**config.mk**
```make
export PLATFORM = sky130hd
export DESIGN_NAME = weekly_alarm_table_matcher_flat
export DESIGN_NICKNAME = d
export VERILOG_FILES = /design/src/design/wat_pkg.sv /design/src/design/wat_ifs.sv /design/src/design/weekly_alarm_table_matcher.sv /design/src/design/wat_table.sv /design/src/design/wat_seq.sv /design/src/flat_wrapper.sv
export SDC_FILE = /design/constraint.sdc
export NUM_CORES = 1
export LEC_CHECK = 0
export ABC_AREA = 1
export BUFFER_PORTS_ARGS = -buffer_cell sky130_fd_sc_hd__buf_2
export CORE_MARGIN = 2
export CORE_UTILIZATION = 30
export DETAILED_ROUTE_END_ITERATION = 10
export PLACE_DENSITY = 0.58
export SLEW_MARGIN = 20
export SYNTH_ARGS = -nofsm -noshare
export SYNTH_HDL_FRONTEND = slang
export SYNTH_SLANG_ARGS = --single-unit
```
**constraint.sdc**
```tcl
create_clock -name clk_i -period 5.67 [get_ports clk_i]
set_input_delay 0.2835 -clock clk_i [delete_from_list [all_inputs] [get_ports clk_i]]
set_output_delay 0.2835 -clock clk_i [all_outputs]
set_load 0.02 [all_outputs]
```
**src/design/wat_pkg.sv**
```systemverilog
// ----------------------------------------------------------------------------
// wat_pkg
// Shared types and constants of the weekly alarm table matcher: item layouts,
// alarm entry layout, result kinds, night-mode codes and sequencer states.
// ----------------------------------------------------------------------------
`default_nettype none

package wat_pkg;

  // Default number of alarm slots
  localparam int unsigned ALARM_COUNT_DEFAULT = 8;

  // Minute-of-day arithmetic
  localparam int unsigned MOD_W        = 11;
  localparam logic [MOD_W-1:0] MIN_PER_HOUR = MOD_W'(60);

  // Configuration port
  localparam int unsigned CFG_IDX_W  = 2;
  localparam int unsigned CFG_DATA_W = 11;
  localparam logic [CFG_IDX_W-1:0] CFG_NIGHT_MODE  = 2'd0;
  localparam logic [CFG_IDX_W-1:0] CFG_NIGHT_START = 2'd1;
  localparam logic [CFG_IDX_W-1:0] CFG_NIGHT_END   = 2'd2;

  // Input operation codes
  localparam logic OP_TICK  = 1'b0;
  localparam logic OP_WRITE = 1'b1;

  // Night-mode codes (code three behaves as off)
  localparam logic [1:0] NIGHT_OFF     = 2'd0;
  localparam logic [1:0] NIGHT_ALL_DAY = 2'd1;
  localparam logic [1:0] NIGHT_WINDOW  = 2'd2;

  // Result kinds
  localparam logic [1:0] KIND_FIRED   = 2'd0;
  localparam logic [1:0] KIND_SUMMARY = 2'd1;
  localparam logic [1:0] KIND_ACK     = 2'd2;

  // Input item
  typedef struct packed {
    logic       op;
    logic [4:0] now_hour;
    logic [5:0] now_minute;
    logic [2:0] now_weekday;
    logic [2:0] entry_index;
    logic       entry_enable;
    logic [4:0] entry_hour;
    logic [5:0] entry_minute;
    logic [6:0] entry_week_mask;
    logic [7:0] entry_action;
  } in_item_t;

  // Result item
  typedef struct packed {
    logic [1:0] kind;
    logic [2:0] fired_index;
    logic [7:0] fired_action;
    logic       fired_one_shot;
    logic       any_enabled;
    logic       night_active;
    logic       last;
  } out_item_t;

  // One alarm table entry (27 bits)
  typedef struct packed {
    logic       en;
    logic [4:0] hour;
    logic [5:0] minute;
    logic [6:0] mask;
    logic [7:0] action;
  } entry_t;

  // Sequencer states
  typedef enum logic [1:0] {
    ST_IDLE,
    ST_SCAN,
    ST_SUM,
    ST_ACK
  } seq_state_e;

endpackage

`default_nettype wire

```
**src/design/wat_ifs.sv**
```systemverilog
// ----------------------------------------------------------------------------
// wat_ifs
// Valid/ready channels of the alarm matcher: input items and result items.
// ----------------------------------------------------------------------------
`default_nettype none

interface wat_in_if;
  import wat_pkg::*;

  logic     valid;
  logic     ready;
  in_item_t item;

  modport source (output valid, output item, input ready);
  modport sink   (input valid, input item, output ready);
endinterface

interface wat_out_if;
  import wat_pkg::*;

  logic      valid;
  logic      ready;
  out_item_t item;

  modport source (output valid, output item, input ready);
  modport sink   (input valid, input item, output ready);
endinterface

`default_nettype wire

```
**src/design/weekly_alarm_table_matcher.sv**
```systemverilog
// ----------------------------------------------------------------------------
// weekly_alarm_table_matcher
// Alarm table with weekday masks, one-shot entries and a night-mode summary.
// ----------------------------------------------------------------------------
// Usage:
//   in_i carries items: a write item loads one alarm slot and clears its fired
//   latch; a tick item gives the current hour, minute and weekday.
//   out_o carries results: one kind-0 item per alarm that fires, in slot
//   order, then one summary; a write gives one acknowledge. last marks the
//   final result of an input item. Night mode and its window are set on the
//   cfg_* port; write them only while idle, which the block does not enforce.
// Timing:
//   A tick reads the table memory, which has a registered read port, one
//   slot per cycle while no firing slot waits for the result register; the
//   summary follows the last slot. One item is worked on at a time.
//   The result register lets the block run on while one result waits; a
//   stalled receiver holds the table walk only when a further result is due.
// Reset:
//   rst_ni clears all slots to disabled, all fired latches and all config
//   registers at once; no clearing pass is needed.
// ----------------------------------------------------------------------------
`default_nettype none

module weekly_alarm_table_matcher #(
  parameter int unsigned ALARM_COUNT = wat_pkg::ALARM_COUNT_DEFAULT
) (
  input  wire logic                            clk_i,
  input  wire logic                            rst_ni,
  wat_in_if.sink                               in_i,
  wat_out_if.source                            out_o,
  input  wire logic                            cfg_we_i,
  input  wire logic [wat_pkg::CFG_IDX_W-1:0]   cfg_index_i,
  input  wire logic [wat_pkg::CFG_DATA_W-1:0]  cfg_data_i
);
  import wat_pkg::*;

  localparam int unsigned IDX_W = (ALARM_COUNT > 1) ? $clog2(ALARM_COUNT) : 1;

  logic [1:0]       night_mode_q;
  logic [MOD_W-1:0] night_start_q;
  logic [MOD_W-1:0] night_end_q;

  logic             tbl_wr_en;
  logic [IDX_W-1:0] tbl_wr_addr;
  entry_t           tbl_wr_data;
  logic [IDX_W-1:0] tbl_rd_addr;
  entry_t           tbl_rd_data;

  // Configuration registers
  always_ff @(posedge clk_i or negedge rst_ni) begin
    if (!rst_ni) begin
      night_mode_q  <= NIGHT_OFF;
      night_start_q <= '0;
      night_end_q   <= '0;
    end else if (cfg_we_i) begin
      case (cfg_index_i)
        CFG_NIGHT_MODE:  night_mode_q  <= cfg_data_i[1:0];
        CFG_NIGHT_START: night_start_q <= cfg_data_i[MOD_W-1:0];
        CFG_NIGHT_END:   night_end_q   <= cfg_data_i[MOD_W-1:0];
        default: ;
      endcase
    end
  end

  // Alarm entry memory
  wat_table #(
    .ALARM_COUNT (ALARM_COUNT)
  ) u_table (
    .clk_i     (clk_i),
    .rst_ni    (rst_ni),
    .wr_en_i   (tbl_wr_en),
    .wr_addr_i (tbl_wr_addr),
    .wr_data_i (tbl_wr_data),
    .rd_addr_i (tbl_rd_addr),
    .rd_data_o (tbl_rd_data)
  );

  // Item sequencer
  wat_seq #(
    .ALARM_COUNT (ALARM_COUNT)
  ) u_seq (
    .clk_i         (clk_i),
    .rst_ni        (rst_ni),
    .in_valid_i    (in_i.valid),
    .in_item_i     (in_i.item),
    .in_ready_o    (in_i.ready),
    .out_ready_i   (out_o.ready),
    .out_valid_o   (out_o.valid),
    .out_item_o    (out_o.item),
    .night_mode_i  (night_mode_q),
    .night_start_i (night_start_q),
    .night_end_i   (night_end_q),
    .tbl_wr_en_o   (tbl_wr_en),
    .tbl_wr_addr_o (tbl_wr_addr),
    .tbl_wr_data_o (tbl_wr_data),
    .tbl_rd_addr_o (tbl_rd_addr),
    .tbl_rd_data_i (tbl_rd_data)
  );

endmodule

`default_nettype wire

```
**src/design/wat_table.sv**
```systemverilog
// ----------------------------------------------------------------------------
// wat_table
// Alarm entry memory: one write port, one read port with registered data.
// Per-slot valid flops make unwritten slots read as a disabled zero entry.
// ----------------------------------------------------------------------------
`default_nettype none

module wat_table #(
  parameter int unsigned ALARM_COUNT = wat_pkg::ALARM_COUNT_DEFAULT,
  localparam int unsigned IDX_W = (ALARM_COUNT > 1) ? $clog2(ALARM_COUNT) : 1
) (
  input  wire logic                     clk_i,
  input  wire logic                     rst_ni,
  input  wire logic                     wr_en_i,
  input  wire logic [IDX_W-1:0]         wr_addr_i,
  input  wire wat_pkg::entry_t          wr_data_i,
  input  wire logic [IDX_W-1:0]         rd_addr_i,
  output wat_pkg::entry_t               rd_data_o
);
  import wat_pkg::*;

  entry_t                 mem [ALARM_COUNT];
  logic [ALARM_COUNT-1:0] valid_q;
  entry_t                 rd_data_q;
  logic                   rd_valid_q;

  // Storage array and read register
  always_ff @(posedge clk_i) begin
    if (wr_en_i) begin
      mem[wr_addr_i] <= wr_data_i;
    end
    rd_data_q <= mem[rd_addr_i];
  end

  // Written-slot flags
  always_ff @(posedge clk_i or negedge rst_ni) begin
    if (!rst_ni) begin
      valid_q    <= '0;
      rd_valid_q <= 1'b0;
    end else begin
      if (wr_en_i) begin
        valid_q[wr_addr_i] <= 1'b1;
      end
      rd_valid_q <= valid_q[rd_addr_i];
    end
  end

  assign rd_data_o = rd_valid_q ? rd_data_q : '0;

endmodule

`default_nettype wire

```
**src/design/wat_seq.sv**
```systemverilog
// ----------------------------------------------------------------------------
// wat_seq
// Item sequencer: loads entries on write items, walks the table one slot per
// cycle on tick items (a firing waits for slot_free) with read-modify-write
// of one-shot entries, keeps the fired latches, drives the result register.
// ----------------------------------------------------------------------------
`default_nettype none

module wat_seq #(
  parameter int unsigned ALARM_COUNT = wat_pkg::ALARM_COUNT_DEFAULT,
  localparam int unsigned IDX_W = (ALARM_COUNT > 1) ? $clog2(ALARM_COUNT) : 1
) (
  input  wire logic                         clk_i,
  input  wire logic                         rst_ni,
  // input item channel
  input  wire logic                         in_valid_i,
  input  wire wat_pkg::in_item_t            in_item_i,
  output logic                              in_ready_o,
  // result channel
  input  wire logic                         out_ready_i,
  output logic                              out_valid_o,
  output wat_pkg::out_item_t                out_item_o,
  // configuration
  input  wire logic [1:0]                   night_mode_i,
  input  wire logic [wat_pkg::MOD_W-1:0]    night_start_i,
  input  wire logic [wat_pkg::MOD_W-1:0]    night_end_i,
  // table port
  output logic                              tbl_wr_en_o,
  output logic [IDX_W-1:0]                  tbl_wr_addr_o,
  output wat_pkg::entry_t                   tbl_wr_data_o,
  output logic [IDX_W-1:0]                  tbl_rd_addr_o,
  input  wire wat_pkg::entry_t              tbl_rd_data_i
);
  import wat_pkg::*;

  localparam logic [IDX_W-1:0] LAST_IDX = IDX_W'(ALARM_COUNT - 1);

  seq_state_e             state_q, state_d;
  logic [IDX_W-1:0]       idx_q, idx_d;
  logic [MOD_W-1:0]       nowm_q;
  logic [6:0]             wbit_q;
  logic                   anyen_q;
  logic [ALARM_COUNT-1:0] latch_q;
  logic                   out_valid_q, out_valid_d;
  out_item_t              out_item_q, out_item_d;

  logic             accept;
  logic             is_write;
  logic             idx_ok;
  logic             slot_free;
  logic [MOD_W-1:0] slot_m;
  logic [MOD_W-1:0] in_m;
  logic [6:0]       in_wbit;
  logic             match;
  logic             one_shot;
  logic             fire;
  logic             advance;
  logic             last_slot;
  logic             night;
  logic             load;

  // Decode of the incoming item and the slot under evaluation
  always_comb begin
    accept    = in_valid_i && (state_q == ST_IDLE);
    is_write  = (in_item_i.op == OP_WRITE);
    idx_ok    = (32'(in_item_i.entry_index) < ALARM_COUNT);
    in_m      = MOD_W'(in_item_i.now_hour) * MIN_PER_HOUR + MOD_W'(in_item_i.now_minute);
    in_wbit   = (in_item_i.now_weekday == 3'd0) ? 7'd0
                : (7'd1 << (in_item_i.now_weekday - 3'd1));
    slot_free = !out_valid_q || out_ready_i;
    slot_m    = MOD_W'(tbl_rd_data_i.hour) * MIN_PER_HOUR + MOD_W'(tbl_rd_data_i.minute);
    match     = (slot_m == nowm_q);
    one_shot  = (tbl_rd_data_i.mask == 7'd0);
    fire      = tbl_rd_data_i.en && match && !latch_q[idx_q]
                && (one_shot || ((tbl_rd_data_i.mask & wbit_q) != 7'd0));
    advance   = (state_q == ST_SCAN) && (!fire || slot_free);
    last_slot = (idx_q == LAST_IDX);
  end

  // Night-mode check, with the window tested on the captured minute of day
  always_comb begin
    case (night_mode_i)
      NIGHT_ALL_DAY: night = 1'b1;
      NIGHT_WINDOW: begin
        if (night_start_i < night_end_i) begin
          night = (nowm_q >= night_start_i) && (nowm_q < night_end_i);
        end else begin
          night = (nowm_q >= night_start_i) || (nowm_q < night_end_i);
        end
      end
      default: night = 1'b0;
    endcase
  end

  // Next state
  always_comb begin
    state_d = state_q;
    case (state_q)
      ST_IDLE: begin
        if (accept) begin
          state_d = is_write ? ST_ACK : ST_SCAN;
        end
      end
      ST_SCAN: begin
        if (advance && last_slot) begin
          state_d = ST_SUM;
        end
      end
      ST_SUM: begin
        if (slot_free) begin
          state_d = ST_IDLE;
        end
      end
      ST_ACK: begin
        if (slot_free) begin
          state_d = ST_IDLE;
        end
      end
      default: state_d = ST_IDLE;
    endcase
  end

  // Outputs: table access, slot index and result loading
  always_comb begin
    in_ready_o    = (state_q == ST_IDLE);
    tbl_wr_en_o   = 1'b0;
    tbl_wr_addr_o = idx_q;
    tbl_wr_data_o = tbl_rd_data_i;
    tbl_rd_addr_o = '0;
    idx_d         = idx_q;
    load          = 1'b0;
    out_item_d    = '0;
    case (state_q)
      ST_IDLE: begin
        idx_d = '0;
        if (accept && is_write && idx_ok) begin
          tbl_wr_en_o   = 1'b1;
          tbl_wr_addr_o = IDX_W'(in_item_i.entry_index);
          tbl_wr_data_o = '{en:     in_item_i.entry_enable,
                            hour:   in_item_i.entry_hour,
                            minute: in_item_i.entry_minute,
                            mask:   in_item_i.entry_week_mask,
                            action: in_item_i.entry_action};
        end
      end
      ST_SCAN: begin
        // re-read the same slot while a firing waits for the result register
        tbl_rd_addr_o = idx_q;
        if (advance) begin
          idx_d         = last_slot ? '0 : idx_q + IDX_W'(1);
          tbl_rd_addr_o = idx_d;
        end
        if (advance && fire) begin
          load                      = 1'b1;
          out_item_d.kind           = KIND_FIRED;
          out_item_d.fired_index    = 3'(idx_q);
          out_item_d.fired_action   = tbl_rd_data_i.action;
          out_item_d.fired_one_shot = one_shot;
          // one-shot entries disable themselves
          if (one_shot) begin
            tbl_wr_en_o      = 1'b1;
            tbl_wr_data_o.en = 1'b0;
          end
        end
      end
      ST_SUM: begin
        if (slot_free) begin
          load                    = 1'b1;
          out_item_d.kind         = KIND_SUMMARY;
          out_item_d.any_enabled  = anyen_q;
          out_item_d.night_active = night;
          out_item_d.last         = 1'b1;
        end
      end
      ST_ACK: begin
        if (slot_free) begin
          load            = 1'b1;
          out_item_d.kind = KIND_ACK;
          out_item_d.last = 1'b1;
        end
      end
      default: ;
    endcase
    out_valid_d = load ? 1'b1 : (out_ready_i ? 1'b0 : out_valid_q);
  end

  // Control registers and fired latches
  always_ff @(posedge clk_i or negedge rst_ni) begin
    if (!rst_ni) begin
      state_q     <= ST_IDLE;
      idx_q       <= '0;
      anyen_q     <= 1'b0;
      latch_q     <= '0;
      out_valid_q <= 1'b0;
    end else begin
      state_q     <= state_d;
      idx_q       <= idx_d;
      out_valid_q <= out_valid_d;
      if (accept && !is_write) begin
        anyen_q <= 1'b0;
      end else if (advance && tbl_rd_data_i.en) begin
        anyen_q <= 1'b1;
      end
      if (accept && is_write && idx_ok) begin
        latch_q[IDX_W'(in_item_i.entry_index)] <= 1'b0;
      end else if (advance && tbl_rd_data_i.en) begin
        latch_q[idx_q] <= match;
      end
    end
  end

  // Tick payload and result register
  always_ff @(posedge clk_i) begin
    if (accept && !is_write) begin
      nowm_q <= in_m;
      wbit_q <= in_wbit;
    end
    if (load) begin
      out_item_q <= out_item_d;
    end
  end

  assign out_valid_o = out_valid_q;
  assign out_item_o  = out_item_q;

endmodule

`default_nettype wire
```
**src/flat_wrapper.sv**
```systemverilog
// flat-port wrapper written by rule: the top's interface ports become plain ports
module weekly_alarm_table_matcher_flat import wat_pkg::*;
#(
  parameter int unsigned ALARM_COUNT = wat_pkg::ALARM_COUNT_DEFAULT
)
  (clk_i, rst_ni, cfg_we_i, cfg_index_i, cfg_data_i, in_i_valid, in_i_item, in_i_ready, out_o_valid, out_o_item, out_o_ready);
  wat_in_if in_i_i ();
  wat_out_if out_o_i ();
  input  wire logic clk_i;
  input  wire logic rst_ni;
  input  wire logic cfg_we_i;
  input  wire logic [wat_pkg::CFG_IDX_W-1:0] cfg_index_i;
  input  wire logic [wat_pkg::CFG_DATA_W-1:0] cfg_data_i;
  input wire logic [$bits(in_i_i.valid)-1:0] in_i_valid;
  input wire logic [$bits(in_i_i.item)-1:0] in_i_item;
  output wire logic [$bits(in_i_i.ready)-1:0] in_i_ready;
  output wire logic [$bits(out_o_i.valid)-1:0] out_o_valid;
  output wire logic [$bits(out_o_i.item)-1:0] out_o_item;
  input wire logic [$bits(out_o_i.ready)-1:0] out_o_ready;
  assign in_i_i.valid = in_i_valid;
  assign in_i_i.item = in_i_item;
  assign in_i_ready = in_i_i.ready;
  assign out_o_valid = out_o_i.valid;
  assign out_o_item = out_o_i.item;
  assign out_o_i.ready = out_o_ready;
  weekly_alarm_table_matcher #(.ALARM_COUNT(ALARM_COUNT)) u_core (.clk_i(clk_i), .rst_ni(rst_ni), .in_i(in_i_i), .out_o(out_o_i), .cfg_we_i(cfg_we_i), .cfg_index_i(cfg_index_i), .cfg_data_i(cfg_data_i));
endmodule
```
==> results of run 1 <==
[cells by family after synthesis]
logic type | after synthesis | synth area share, %
AOI/OAI and AO/OA | 188 | 6.24
and+or+nand+nor | 797 | 20.3
adders and majority gates | 76 | 6.23
buffers and inverters | 430 | 10.4
DFF | 326 | 55.9
xor gates and xnor gates | 18 | 0.950
[layout make-up]
| class | instances | area [µm²] | share of cell area [%] |
|---|---|---|---|
| well taps | 704 | 881 | 4.59 |
| clock buffers | 47 | 985 | 5.13 |
| clock inverters | 21 | 280 | 1.46 |
| inverters | 364 | 1370 | 7.12 |
| repair buffers | 119 | 746 | 3.89 |
| flip-flops and latches | 326 | 9280 | 48.4 |
| multi-input cells | 1079 | 5650 | 29.4 |
[per-layer routing]
metal  up-vias  part of all wire (%)
met2       263                    48
met1      5759                    44
met5         -                 0.028
li1       6085                     -
met4         2                   3.7
met3        79                   4.4
[worst reg2reg max path, cell delays in order (launching register included)]
cell	delay, ps
dfrtp_1	410
buf_4	360
nand2_1	230
inv_1	170
ha_1	260
fa_1	480
ha_1	380
nand2_1	90
nand2_1	70
inv_1	90
nand2_1	60
nand2_1	90
nand3_1	110
nor2_1	130
nand3_1	80
nand2_1	70
nand2_1	60
nor2_2	140
nand3_1	190
nor2_2	170
nand3_1	100
o21ai_0	160
inv_1	170
buf_4	210
nor2_2	110
buf_4	340
[repair_timing]
item                                   CTS  global route
hold buffers                             7             0
resized for setup                        0             0
endpoints found under the hold margin   57             0
[final timing paths]
| kind | endpoint | slack (ps) | depth (start not counted) |
|---|---|---|---|
| min in group asynchronous | u_core.night_mode_q[0] | 400 | 3 |
| max in group asynchronous | u_core.u_table.valid_q[1] | 4810 | 3 |
| max reg2reg | u_core.u_table.mem[3][26] | 570 | 25 |
| min | u_core.u_seq.state_q[0] | 20 | 3 |
| min reg2reg | u_core.u_table.valid_q[3] | 450 | 2 |
| max | u_core.u_table.mem[3][26] | 570 | 25 |
[power breakdown]
part / internal (mW) / total [mW] / switching (mW)
combinational: 1.58 / 5.07 / 3.48
sequential: 3.25 / 3.39 / 0.139
clock: 1.52 / 2.49 / 0.978
total: 6.35 / 11.0 / 4.60
[sequential cells by signal (all words and copies together), names as in the netlist, 2 cells and up]
signal,count
u_core.u_seq.out_item_o,17
u_core.u_table.mem,216
u_core.u_seq.idx_q,3
u_core.night_start_q,11
u_core.u_seq.wbit_q,7
u_core.u_table.rd_data_q,27
u_core.u_seq.latch_q,8
u_core.night_end_q,11
u_core.u_seq.state_q,2
u_core.u_table.valid_q,8
u_core.night_mode_q,2
u_core.u_seq.nowm_q,11
[stage by stage]
step           utilization [%]  TNS [ps]  total power [mW]  hold WS [ps]  instances
6_report                  35.0         0              11.0          22.7       2660
3_5_place_dp              32.5         0              8.49           446       2585
4_1_cts                   34.9         0              11.0          2.01       2660
5_1_grt                   35.0         0              11.9          17.9       2660
2_1_floorplan                -    -31310              7.23         -12.1       1835
3_3_place_gp              32.5         0              8.39           435       2585
[synthesized netlist by cell type (2+ instances only)]
| master | count |
|---|---|
| a31oi_1 | 2 |
| xnor2_1 | 8 |
| inv_2 | 2 |
| nand4_1 | 9 |
| nand2_1 | 510 |
| o31ai_1 | 9 |
| buf_4 | 6 |
| nand3_1 | 173 |
| fa_1 | 11 |
| o211ai_1 | 3 |
| nor2_2 | 4 |
| or2_2 | 4 |
| edfxtp_1 | 251 |
| o21ai_0 | 73 |
| nand3b_1 | 6 |
| clkbuf_1 | 25 |
| buf_2 | 28 |
| o21bai_1 | 2 |
| dfxtp_1 | 27 |
| a21oi_1 | 83 |
| nor2_1 | 57 |
| dfrtp_1 | 48 |
| nor3_1 | 18 |
| o311ai_0 | 8 |
| ha_1 | 65 |
| nand3_2 | 3 |
| xor2_1 | 10 |
| inv_1 | 361 |
| nand2_2 | 9 |
| buf_6 | 7 |
==> flow_results.org, run 1 <==
** Place
- Timing analysis after detailed placement gives a worst setup slack of 479 ps.
- After detailed placement, the total cell area comes to 17,800 µm².
- I/O Buffers :: 81
- Once detailed placement completed, the half-perimeter wirelength came to 25,800 µm.
- The congestion estimate from routability-driven global placement came to 0.844.

** Synthesis
- Fraction of registers with async set or reset after synthesis :: 14.7%
- The top cell type by area accounts for 45.4% of the synthesized area.
- The share of the Yosys chip area taken by registers is 55.9%.
- Avg Synthesized Cell Area :: 9.04 µm²
- Most area-hungry cell type in the Yosys netlist :: edfxtp_1
- The number of nets handed over by synthesis was 1,974.
- In this run, distinct cell masters in the synthesized netlist total 43.
- In the synthesized netlist the dominant register cell turns out to be edfxtp_1.
- Top post-synthesis cells by area :: edfxtp_1, nand2_1, inv_1
- In this run, synthesis inferred 251 flip-flops with an integrated enable.
- Yosys printed 0 warnings.
- The mapped netlist covers 16,600 µm².
- Post-synthesis instance total :: 1,835
- Synth Register Bits :: 326

** Global routing
- In the global route stage, met1 resource usage came out at 17.4%.
- Initial antenna violation count :: 1
- Global-route wire length before repair :: 63,300 µm
- Entering global routing, the biggest net connects 114 pins.
- For this run, global-route usage on met2 was measured as 23.9%.
- In the global route stage, overall resource usage came out at 13.9%.
- The via count of the first global-routing pass is 12,100.
- In the global route stage, met3 resource usage came out at 2.17%.
- Global routing finished with a remaining overflow of 0.
- GRT Max-Usage Layer :: met2

** Setup path
- Endpoint type of the worst setup path :: flop
- Data arrival time of the critical path :: 5300 ps
- Required time of the critical path :: 5870 ps
- Master of the slowest instance on the critical path :: fa_1
- CP startpoint :: u_core.u_table.rd_valid_q
- Launching point of the worst reg2reg path :: u_core.u_table.rd_valid_q
- Largest stage delay, worst path :: 480 ps
- Cell type group with the largest total delay on the critical path :: simple AND/OR/NAND/NOR gates
- Crit path top cell by count :: nand2_1
- Counting both buffers and inverters, the worst setup path holds a total of 6.
- Startpoint types :: flop
- CP Max Fanout :: 26
- Category of the most critical setup path :: reg2reg

** Finish
- The area growth from synthesis to layout is 15.6%.
- Commonest cells after routing, fill and taps aside :: nand2_1, inv_1, edfxtp_1
- Layout cell share with drive strength beyond 1 :: 10.3%
- 0 antenna diodes ended up in the layout.
- FILL cells :: 5,560
- The finished cells cover 19,200 µm².
- Net count reported at finish :: 2,066
- Leaving out fill and tap cells, the most frequent cell in the layout is nand2_1.

** Floorplanning
- The initial utilization of the core area, before any placement, comes to 30.2%.
- The floorplan step defined a die boundary enclosing 57,200 µm².
- For this design the top-level I/O count stands at 82.
- Row cnt :: 86
- After floorplanning, the core was sized to cover 54,900 µm².
- Die Width :: 239 µm
- The die is 239 µm tall.

** Timing
- Worst-case setup margin in the final layout :: 572 ps
- At the pin with the least slew margin, the transition time is 1100 ps.
- Post-route clock skew :: 18.8 ps
- Endpoints failing setup :: 0
- Min Tclk post-route :: 5100 ps
- Normalized max-slew margin :: 25.9%
- RSZ-0062 raised after global routing :: false
- Derived from the worst setup path, the maximum achievable clock frequency is 0.196 GHz.
- The count of final max-slew check failures came to 0.
- The final hold violation count came to 0.
- Share of the clock period used by the worst path after layout :: 89.9%

** Clocking
- The number of clock buffers added by TritonCTS is 37.
- The H-tree was split into 2 levels.
- TritonCTS clock tree :: yes
- Reg clk slew, reported paths :: 60 ps
- Post-CTS setup repair buffer count :: 0
- Clock sink total :: 326
- Clock tree synthesis selected as its root buffer the cell clkbuf_16.
- Clock latency on the worst-skew pair :: 550 ps
- Worst-case clock buffer depth :: 3

** Hold path
- Worst Min Path Start :: in_i_valid
- Class of the most critical hold timing path :: in2reg

** Routing
- Violation count after the first detailed-routing iteration :: 813
- Number of antenna-violating nets in the routed design :: 0
- Ratio of routed vias to standard cells :: 4.58
- First-pass detailed-route iteration total :: 5
- Routed vias :: 12,200
- Dividing the detail-routed wire length by the instance count gives 14.8 µm.
- For this run, design rule violations remaining after detail routing come to 0.
- Overall routed net length :: 39,400 µm

** Run status
- Run status :: complete, no violations

** Pwr
- Static Leak :: 9.04 nW
- Peak supply drop :: 460 µV
- For this design the ratio of total power to cell area is 571 nW/µm².

** Run
- Number of max-capacitance violations reported :: 0
Note: power is estimated with default switching activity, not from simulation.
==> run 2: changes to the inputs <==
--- a/config.mk
+++ b/config.mk
@@ -8,8 +8,9 @@
 export ABC_AREA = 1
 export BUFFER_PORTS_ARGS = -buffer_cell sky130_fd_sc_hd__buf_2
+export CAP_MARGIN = 25
 export CORE_MARGIN = 2
-export CORE_UTILIZATION = 30
+export CORE_UTILIZATION = 53
 export DETAILED_ROUTE_END_ITERATION = 10
-export PLACE_DENSITY = 0.58
+export PLACE_DENSITY = 0.85
 export SLEW_MARGIN = 20
 export SYNTH_ARGS = -nofsm -noshare
==> constraint.sdc (replaced) <==
create_clock -name clk_i -period 5.67 [get_ports clk_i]
set_input_delay 0.2835 -clock clk_i [delete_from_list [all_inputs] [get_ports clk_i]]
set_output_delay 0.2835 -clock clk_i [all_outputs]
set_load 0.005 [all_outputs]
==> run 2 against run 1 <==
Sequential power about the same. Combinational power about the same. Via count up 3.7%. Cell count down 12%. First-iteration DRC count up 48%.
==> flow_results.org, run 2 (synthesis gave the netlist of run 1 again) <==
** Pwr
- The completed layout was analyzed and its total power is 10.5 mW.
- Power spent charging and discharging nets :: 4.50 mW
- Power spread over the standard cell area amounts to 565 nW/µm².
- In this run, the combinational gates consume 48.3% of the power.
- VDD sags by at most 513 µV.
- In this run the static leakage power is 8.92 nW.
- Sequential cell fraction of total power :: 32.4%
- The clock network burns 19.3% of the power.
- The internal portion of the total power is 6.02 mW.
- Fraction of power spent switching nets :: 42.8%

** Floorplanning
- Measured along the y axis, the die boundary spans 181 µm.
- Row cnt :: 64
- Pin placement for this block handled 82 I/O pins.
- The floorplan step defined a die boundary enclosing 32,700 µm².
- Effective utilization at floorplan :: 54.1%
- The region available for standard cell placement spans 30,700 µm².
- Die Width :: 181 µm

** Timing
- The final hold violation count is 0.
- Between clock sinks in the finished design, the worst skew comes to 11.7 ps.
- Slew Viols, Final :: 0
- Setup violations remaining at the end of the flow were counted as 0.
- Derived from the worst setup path, the maximum achievable clock frequency is 0.189 GHz.
- The final critical path takes up 93.1% of the cycle.
- At the pin with the least slew margin, the transition time is 1030 ps.
- Min Tclk post-route :: 5280 ps
- Normalized max-slew margin :: 30.9%

** Setup path
- CP Max Fanout :: 57
- Master of the slowest instance on the critical path :: fa_1
- The setup path with the least slack is of type reg2reg.
- Cell type group with the largest total delay on the critical path :: simple AND/OR/NAND/NOR gates
- For the worst setup path, the data arrival time is 5750 ps.
- Largest stage delay, worst path :: 540 ps
- Endpoint type of the worst setup path :: flop
- Required time of the critical path :: 6140 ps
- STA classifies the critical path startpoint as a flop.
- The signal on the critical path passes through nand2_1 -> nor2_2 -> inv_1 -> nand2_1 -> inv_1 -> fa_1 -> fa_1 -> ha_1 -> inv_1 -> nor2_1 -> nand3_1 -> nand3_1 -> nand2_1 -> nand2_1 -> nand2_1 -> nor3_2 -> nand4_1 -> a21oi_4 -> buf_6 -> nand3_1 -> nand3_1 -> nand2_1 -> nand2_1 -> nand2_1.
- Crit path buf inv count :: 4
- Crit path top cell by count :: nand2_1

** Routing
- Violation count after the first detailed-routing iteration :: 1,202
- After detailed routing, the total wire length is 38,000 µm.
- The final route contains 12,600 vias.
- Routed wire per std cell :: 16.2 µm
- Number of antenna-violating nets in the routed design :: 0
- In the routed design, unresolved DRC markers number 0.
- First-pass detailed-route iteration total :: 6
- After detailed routing, the number of vias per cell comes to 5.39.

** Finish
- At the end of the flow, the number of nets in the layout was 2,062.
- Max FFs per register :: 216
- Compared with the post-synthesis result, the final layout area differs by 12.2%.
- Most common library cell in the layout ignoring fill and taps :: nand2_1
- Top reg by flops :: u_core.u_table.mem
- In the layout the commonest cells are nand2_1, inv_1, edfxtp_1.
- In the final layout, the share of cells above drive strength 1 is 9.60%.
- For this run, the share of the core covered by cells in the final layout is 60.7%.

** Clocking
- Post-CTS setup repair buffer count :: 0
- Reg clk slew, reported paths :: 70 ps
- Level count of the clock H-tree :: 1
- Counting the buffers created by CTS gives 31.
- Clock sink total :: 326
- The longest clock path from root to sink contains 3 buffers.
- The clock reaches the later pin of the worst-skew pair after 580 ps.
- Clock root buffer :: clkbuf_16
- TritonCTS built the clock tree.

** Global routing
- The via count of the first global-routing pass is 12,700.
- Entering global routing, the biggest net connects 75 pins.
- Initial antenna violation count :: 1
- Remaining global-route overflow :: 0
- Global routing used 23.1% of the available tracks.
- The first global-routing pass estimated 61,400 µm of wire.

** Run
- Across the run, the number of max-cap violations was 0.

** Place
- Final HPWL DP :: 24,200 µm
- I/O Buffers :: 81
- The congestion estimate from routability-driven global placement came to 0.860.

** Hold path
- The tightest min-delay check is of the in2reg type.

** Run status
- Run status :: complete, no violations
## run 2: power groups by stage
stage               combinational [mW]  sequential, mW  clock [mW]
floorplan                         3.79            3.39           0
global placement                  4.62            3.44           0
detailed placement                4.87            3.45           0
CTS                               4.94            3.40        2.04
global route                      5.81            3.43        2.13
finish                            5.08            3.41        2.02
## run 2: per-stage QoR
step                      setup TNS (ps)  hold WS, ps  setup WS (ps)  cells  cell area [µm²]
final                                  0         5.76            390   2344            18600
after global routing               -26.3         19.9          -14.6   2344            18600
after CTS                              0       0.0160            213   2340            18500
after detailed placement               0          432            253   2270            17400
after global placement                 0          416            455   2270            17400
after floorplan                   -31310        -12.1           -145   1835            16600
## run 2: layout make-up
type                       instances  area (µm²)
multi-input combinational       1080        5680
clock buffer                      42         867
timing repair buffer             120         797
fill                            2373       12100
antenna                            1        2.50
sequential                       326        9280
clock inverter                    15         130
inverter                         364        1370
tap                              396         495
## run 2: path summary, 6_finish.rpt
path	from	end	slack [ps]	depth (start not counted)
setup / recovery	u_core.u_table.rd_valid_q	u_core.u_table.rd_data_q[25]	390	24
hold / removal	cfg_data_i[1]	u_core.night_start_q[1]	6	3
setup reg to reg	u_core.u_table.rd_valid_q	u_core.u_table.rd_data_q[25]	390	24
hold reg to reg	u_core.u_table.valid_q[3]	u_core.u_table.valid_q[3]	480	2
max in group asynchronous	rst_ni	u_core.night_start_q[3]	4880	3
min in group asynchronous	rst_ni	u_core.u_seq.latch_q[3]	340	3
## run 2: timing repair
item | CTS | global route
hold endpoints to repair | 66 | 0
hold buffers | 13 | 0
endpoints found under the setup margin | 0 | 212
gates resized for setup | 0 | 14
## run 2: layer usage
layer / wire, µm / part of all wire (%) / GRT usage, %
met1: 14600 / 38 / 28.1
met2: 19100 / 50 / 40.7
met5: 0 / 0 / 0
met4: 1520 / 4.0 / 10.5
met3: 2830 / 7.5 / 3.57
## run 2: worst min-delay path: stages
cell and delay (ps):
buf_2 100, inv_1 80, o21ai_0 80
==> run 3: changes to the inputs <==
clock period = 4.8 ns   (was 5.67 ns; I/O delays follow)
==> run 3 against run 2 <==
Non-clock buffer count is 45 higher. The run now ends with setup timing left. Die area did not move. Maximum frequency up 5.6%. Critical path type unchanged. Critical endpoint is now u_core.u_table.mem[2][17]. Highest routed layer unchanged.
==> flow_results.org, run 3 (synthesis gave the netlist of run 1 again) <==
** Global routing
- For this run, the total global-route usage over all layers was measured as 24.1%.
- Initial antenna violation count :: 0
- Global-route wire length before repair :: 64,200 µm
- After global routing the overflow that remains totals 0.
- Entering global routing, the biggest net connects 75 pins.
- The via count of the first global-routing pass is 13,000.

** Timing
- Final hold analysis gives a worst-case slack of 0.607 ps.
- Normalized max-slew margin :: 26.3%
- Number of failing hold endpoints at the final stage :: 0
- The count of final max-slew check failures came to 0.
- Counting I/O delays and the setup requirement, the final critical path takes 5000 ps.
- For the final routed database, the setup TNS stands at -11,440 ps.
- Worst-case setup margin in the final layout :: -199 ps
- RSZ-0062 raised after global routing :: true
- Worst slew pin tran :: 1100 ps
- Static timing analysis puts the maximum clock frequency at 0.200 GHz.
- Setup violations remaining at the end of the flow were counted as 95.
- The clock arrives with 29.4 ps of skew.
- Share of the clock period used by the worst path after layout :: 104%

** Routing
- Summed over all nets, wire length on met2 after detailed routing comes to 21,600 µm.
- Violation count after the first detailed-routing iteration :: 1,726
- Number of antenna-violating nets in the routed design :: 0
- Top Metal Used :: met4
- First-pass detailed-route iteration total :: 6
- Routed met3 length :: 4260 µm
- In the routed layout, each cell is associated on average with a via count of 5.65.
- For this block, the routed nets add up to 43,700 µm of wire.
- Metal1 wirelength :: 15,700 µm
- Routed wire per std cell :: 18.3 µm
- Summing over every cut layer, the via total after detailed routing is 13,500.
- Number of remaining DRC errors :: 0

** Finish
- Final core area utilization :: 63.8%
- In the layout the commonest cells are nand2_1, inv_1, edfxtp_1.
- The area growth from synthesis to layout is 18.0%.
- u_core.u_table.mem holds more flip-flops than any other register.
- Net count reported at finish :: 2,106
- Final Instance Area :: 19,600 µm²
- Most common library cell in the layout ignoring fill and taps :: nand2_1
- The register with the most flip-flops in the layout has 216 of them.
- Post-route insts no fill :: 2,387
- 0 antenna diodes ended up in the layout.
- In the final layout, the share of cells above drive strength 1 is 13.5%.

** Clocking
- Clock sink total :: 326
- Clock latency on the worst-skew pair :: 590 ps
- TritonCTS clock tree :: yes
- Clock root buffer :: clkbuf_16
- Level count of the clock H-tree :: 1
- Reg clk slew, reported paths :: 60 ps
- Worst-case clock buffer depth :: 3
- In this run, CTS created clock tree buffers numbering 30.

** Setup path
- Crit path top cell by count :: nand2_1
- Endpoint type of the worst setup path :: flop
- Data arrival time of the critical path :: 5300 ps
- Startpoint types :: flop
- Setup slack, reg-to-reg :: -200 ps
- Worst Reg-to-Reg Cells :: 28
- Master of the slowest instance on the critical path :: dfrtp_2
- The most critical setup path has its startpoint at u_core.u_table.rd_valid_q.
- Required time of the critical path :: 5100 ps
- CP Max Fanout :: 7
- On the worst path, the slowest cell contributes a delay of 480 ps.
- In this run the critical register-to-register path is launched from u_core.u_table.rd_valid_q.
- End point of the critical path :: u_core.u_table.mem[2][17]
- The endpoint identified for the worst register-to-register timing path is u_core.u_table.mem[2][17].
- The critical path in this run is classified as reg2reg.

** Floorplanning
- From bottom edge to top edge, the die measures 181 µm.
- The die covers 32,700 µm².
- The die is 181 µm wide.
- Effective utilization at floorplan :: 54.1%
- The total area inside the core boundary comes to 30,700 µm².
- 82 I/O pins were placed.
- The floorplan has 64 rows.

** Hold path
- The min-delay analysis places its worst path in the category in2reg.

** Pwr
- Power comes to 14.3 mW.
- Static Leak :: 9.29 nW
- Across the VDD grid, the largest voltage drop is 823 µV.
- Power spread over the standard cell area amounts to 733 nW/µm².

** Place
- Total instance count after detailed placement :: 2,275
- Timing analysis after detailed placement gives a worst setup slack of -183 ps.
- At the end of routability-driven placement, the weighted congestion stood at 0.881.
- Once placement finished, the instance area stood at 17,700 µm².
- I/O Buffers :: 81
- Final HPWL DP :: 24,600 µm

** Run status
- The run finished, with violations left.
- Violated checks :: setup timing

** Run
- Number of max-capacitance violations reported :: 0
run 3: changes by cell type in the layout (fill, tap and decap cells not counted), moves of 6 or more:
cell	before	now
nor2_4	2	13
nand2_1	510	500
nand2_2	7	14
nor2_1	46	40
clkinv_1	11	3
nand3_2	2	9
buf_4	14	27
nand3_1	173	165
buf_12	2	19
run 3: worst min-delay path by stage:
stage / start / to / slack [ps] / depth (start not counted)
after floorplan: rst_ni / u_core.night_end_q[0] / -60 / 0
after global placement: rst_ni / u_core.u_seq.latch_q[3] / 380 / 2
after detailed placement: rst_ni / u_core.u_seq.latch_q[3] / 390 / 2
after CTS: in_i_item[44] / u_core.u_seq.state_q[1] / 2 / 3
after global routing: cfg_data_i[4] / u_core.night_start_q[4] / -3 / 3
final: cfg_data_i[4] / u_core.night_start_q[4] / 0.6 / 3
run 3: area by class of cell:
cell class / count / area, µm²
fillers: 2127 / 11100
flip-flops and latches: 326 / 9280
multi-input cells: 1079 / 5900
repair buffers: 165 / 1530
inverters: 364 / 1370
clock buffers: 50 / 916
well taps: 396 / 495
clock inverters: 6 / 77.6
repair inverters: 1 / 7.51
run 3: what timing repair did:
item | 4_1_cts | 5_1_grt
cloned | 3 | 10
buffers inserted | 5 | 18
hold buffers | 17 | 0
pin swaps | 3 | 31
gates resized for setup | 9 | 56
endpoints found under the hold margin | 77 | 0
setup endpoints to repair | 245 | 281
run 3: critical path, delay by kind of cell, from the launching register on:
family / cells / cell delay [ps]
fa+ha+maj: 3 / 1100
compound gates: 2 / 320
simple gates: 16 / 1850
flops: 1 / 480
buf+inv: 7 / 970
run 3: report_power, final:
| group | total, mW | switching (mW) | internal, mW | leakage [nW] |
|---|---|---|---|---|
| Combinational | 7.93 | 5.25 | 2.68 | 5.72 |
| Clock | 2.38 | 1.03 | 1.35 | 0.484 |
| Sequential | 4.04 | 0.197 | 3.84 | 3.09 |
| Total | 14.3 | 6.48 | 7.87 | 9.29 |
run 3: layer usage:
metal / track usage, % / up-vias
li1: - / 6164
met1: 30.1 / 6269
met2: 42.4 / 865
met3: 3.14 / 185
met4: 10.3 / 0
met5: 0 / -
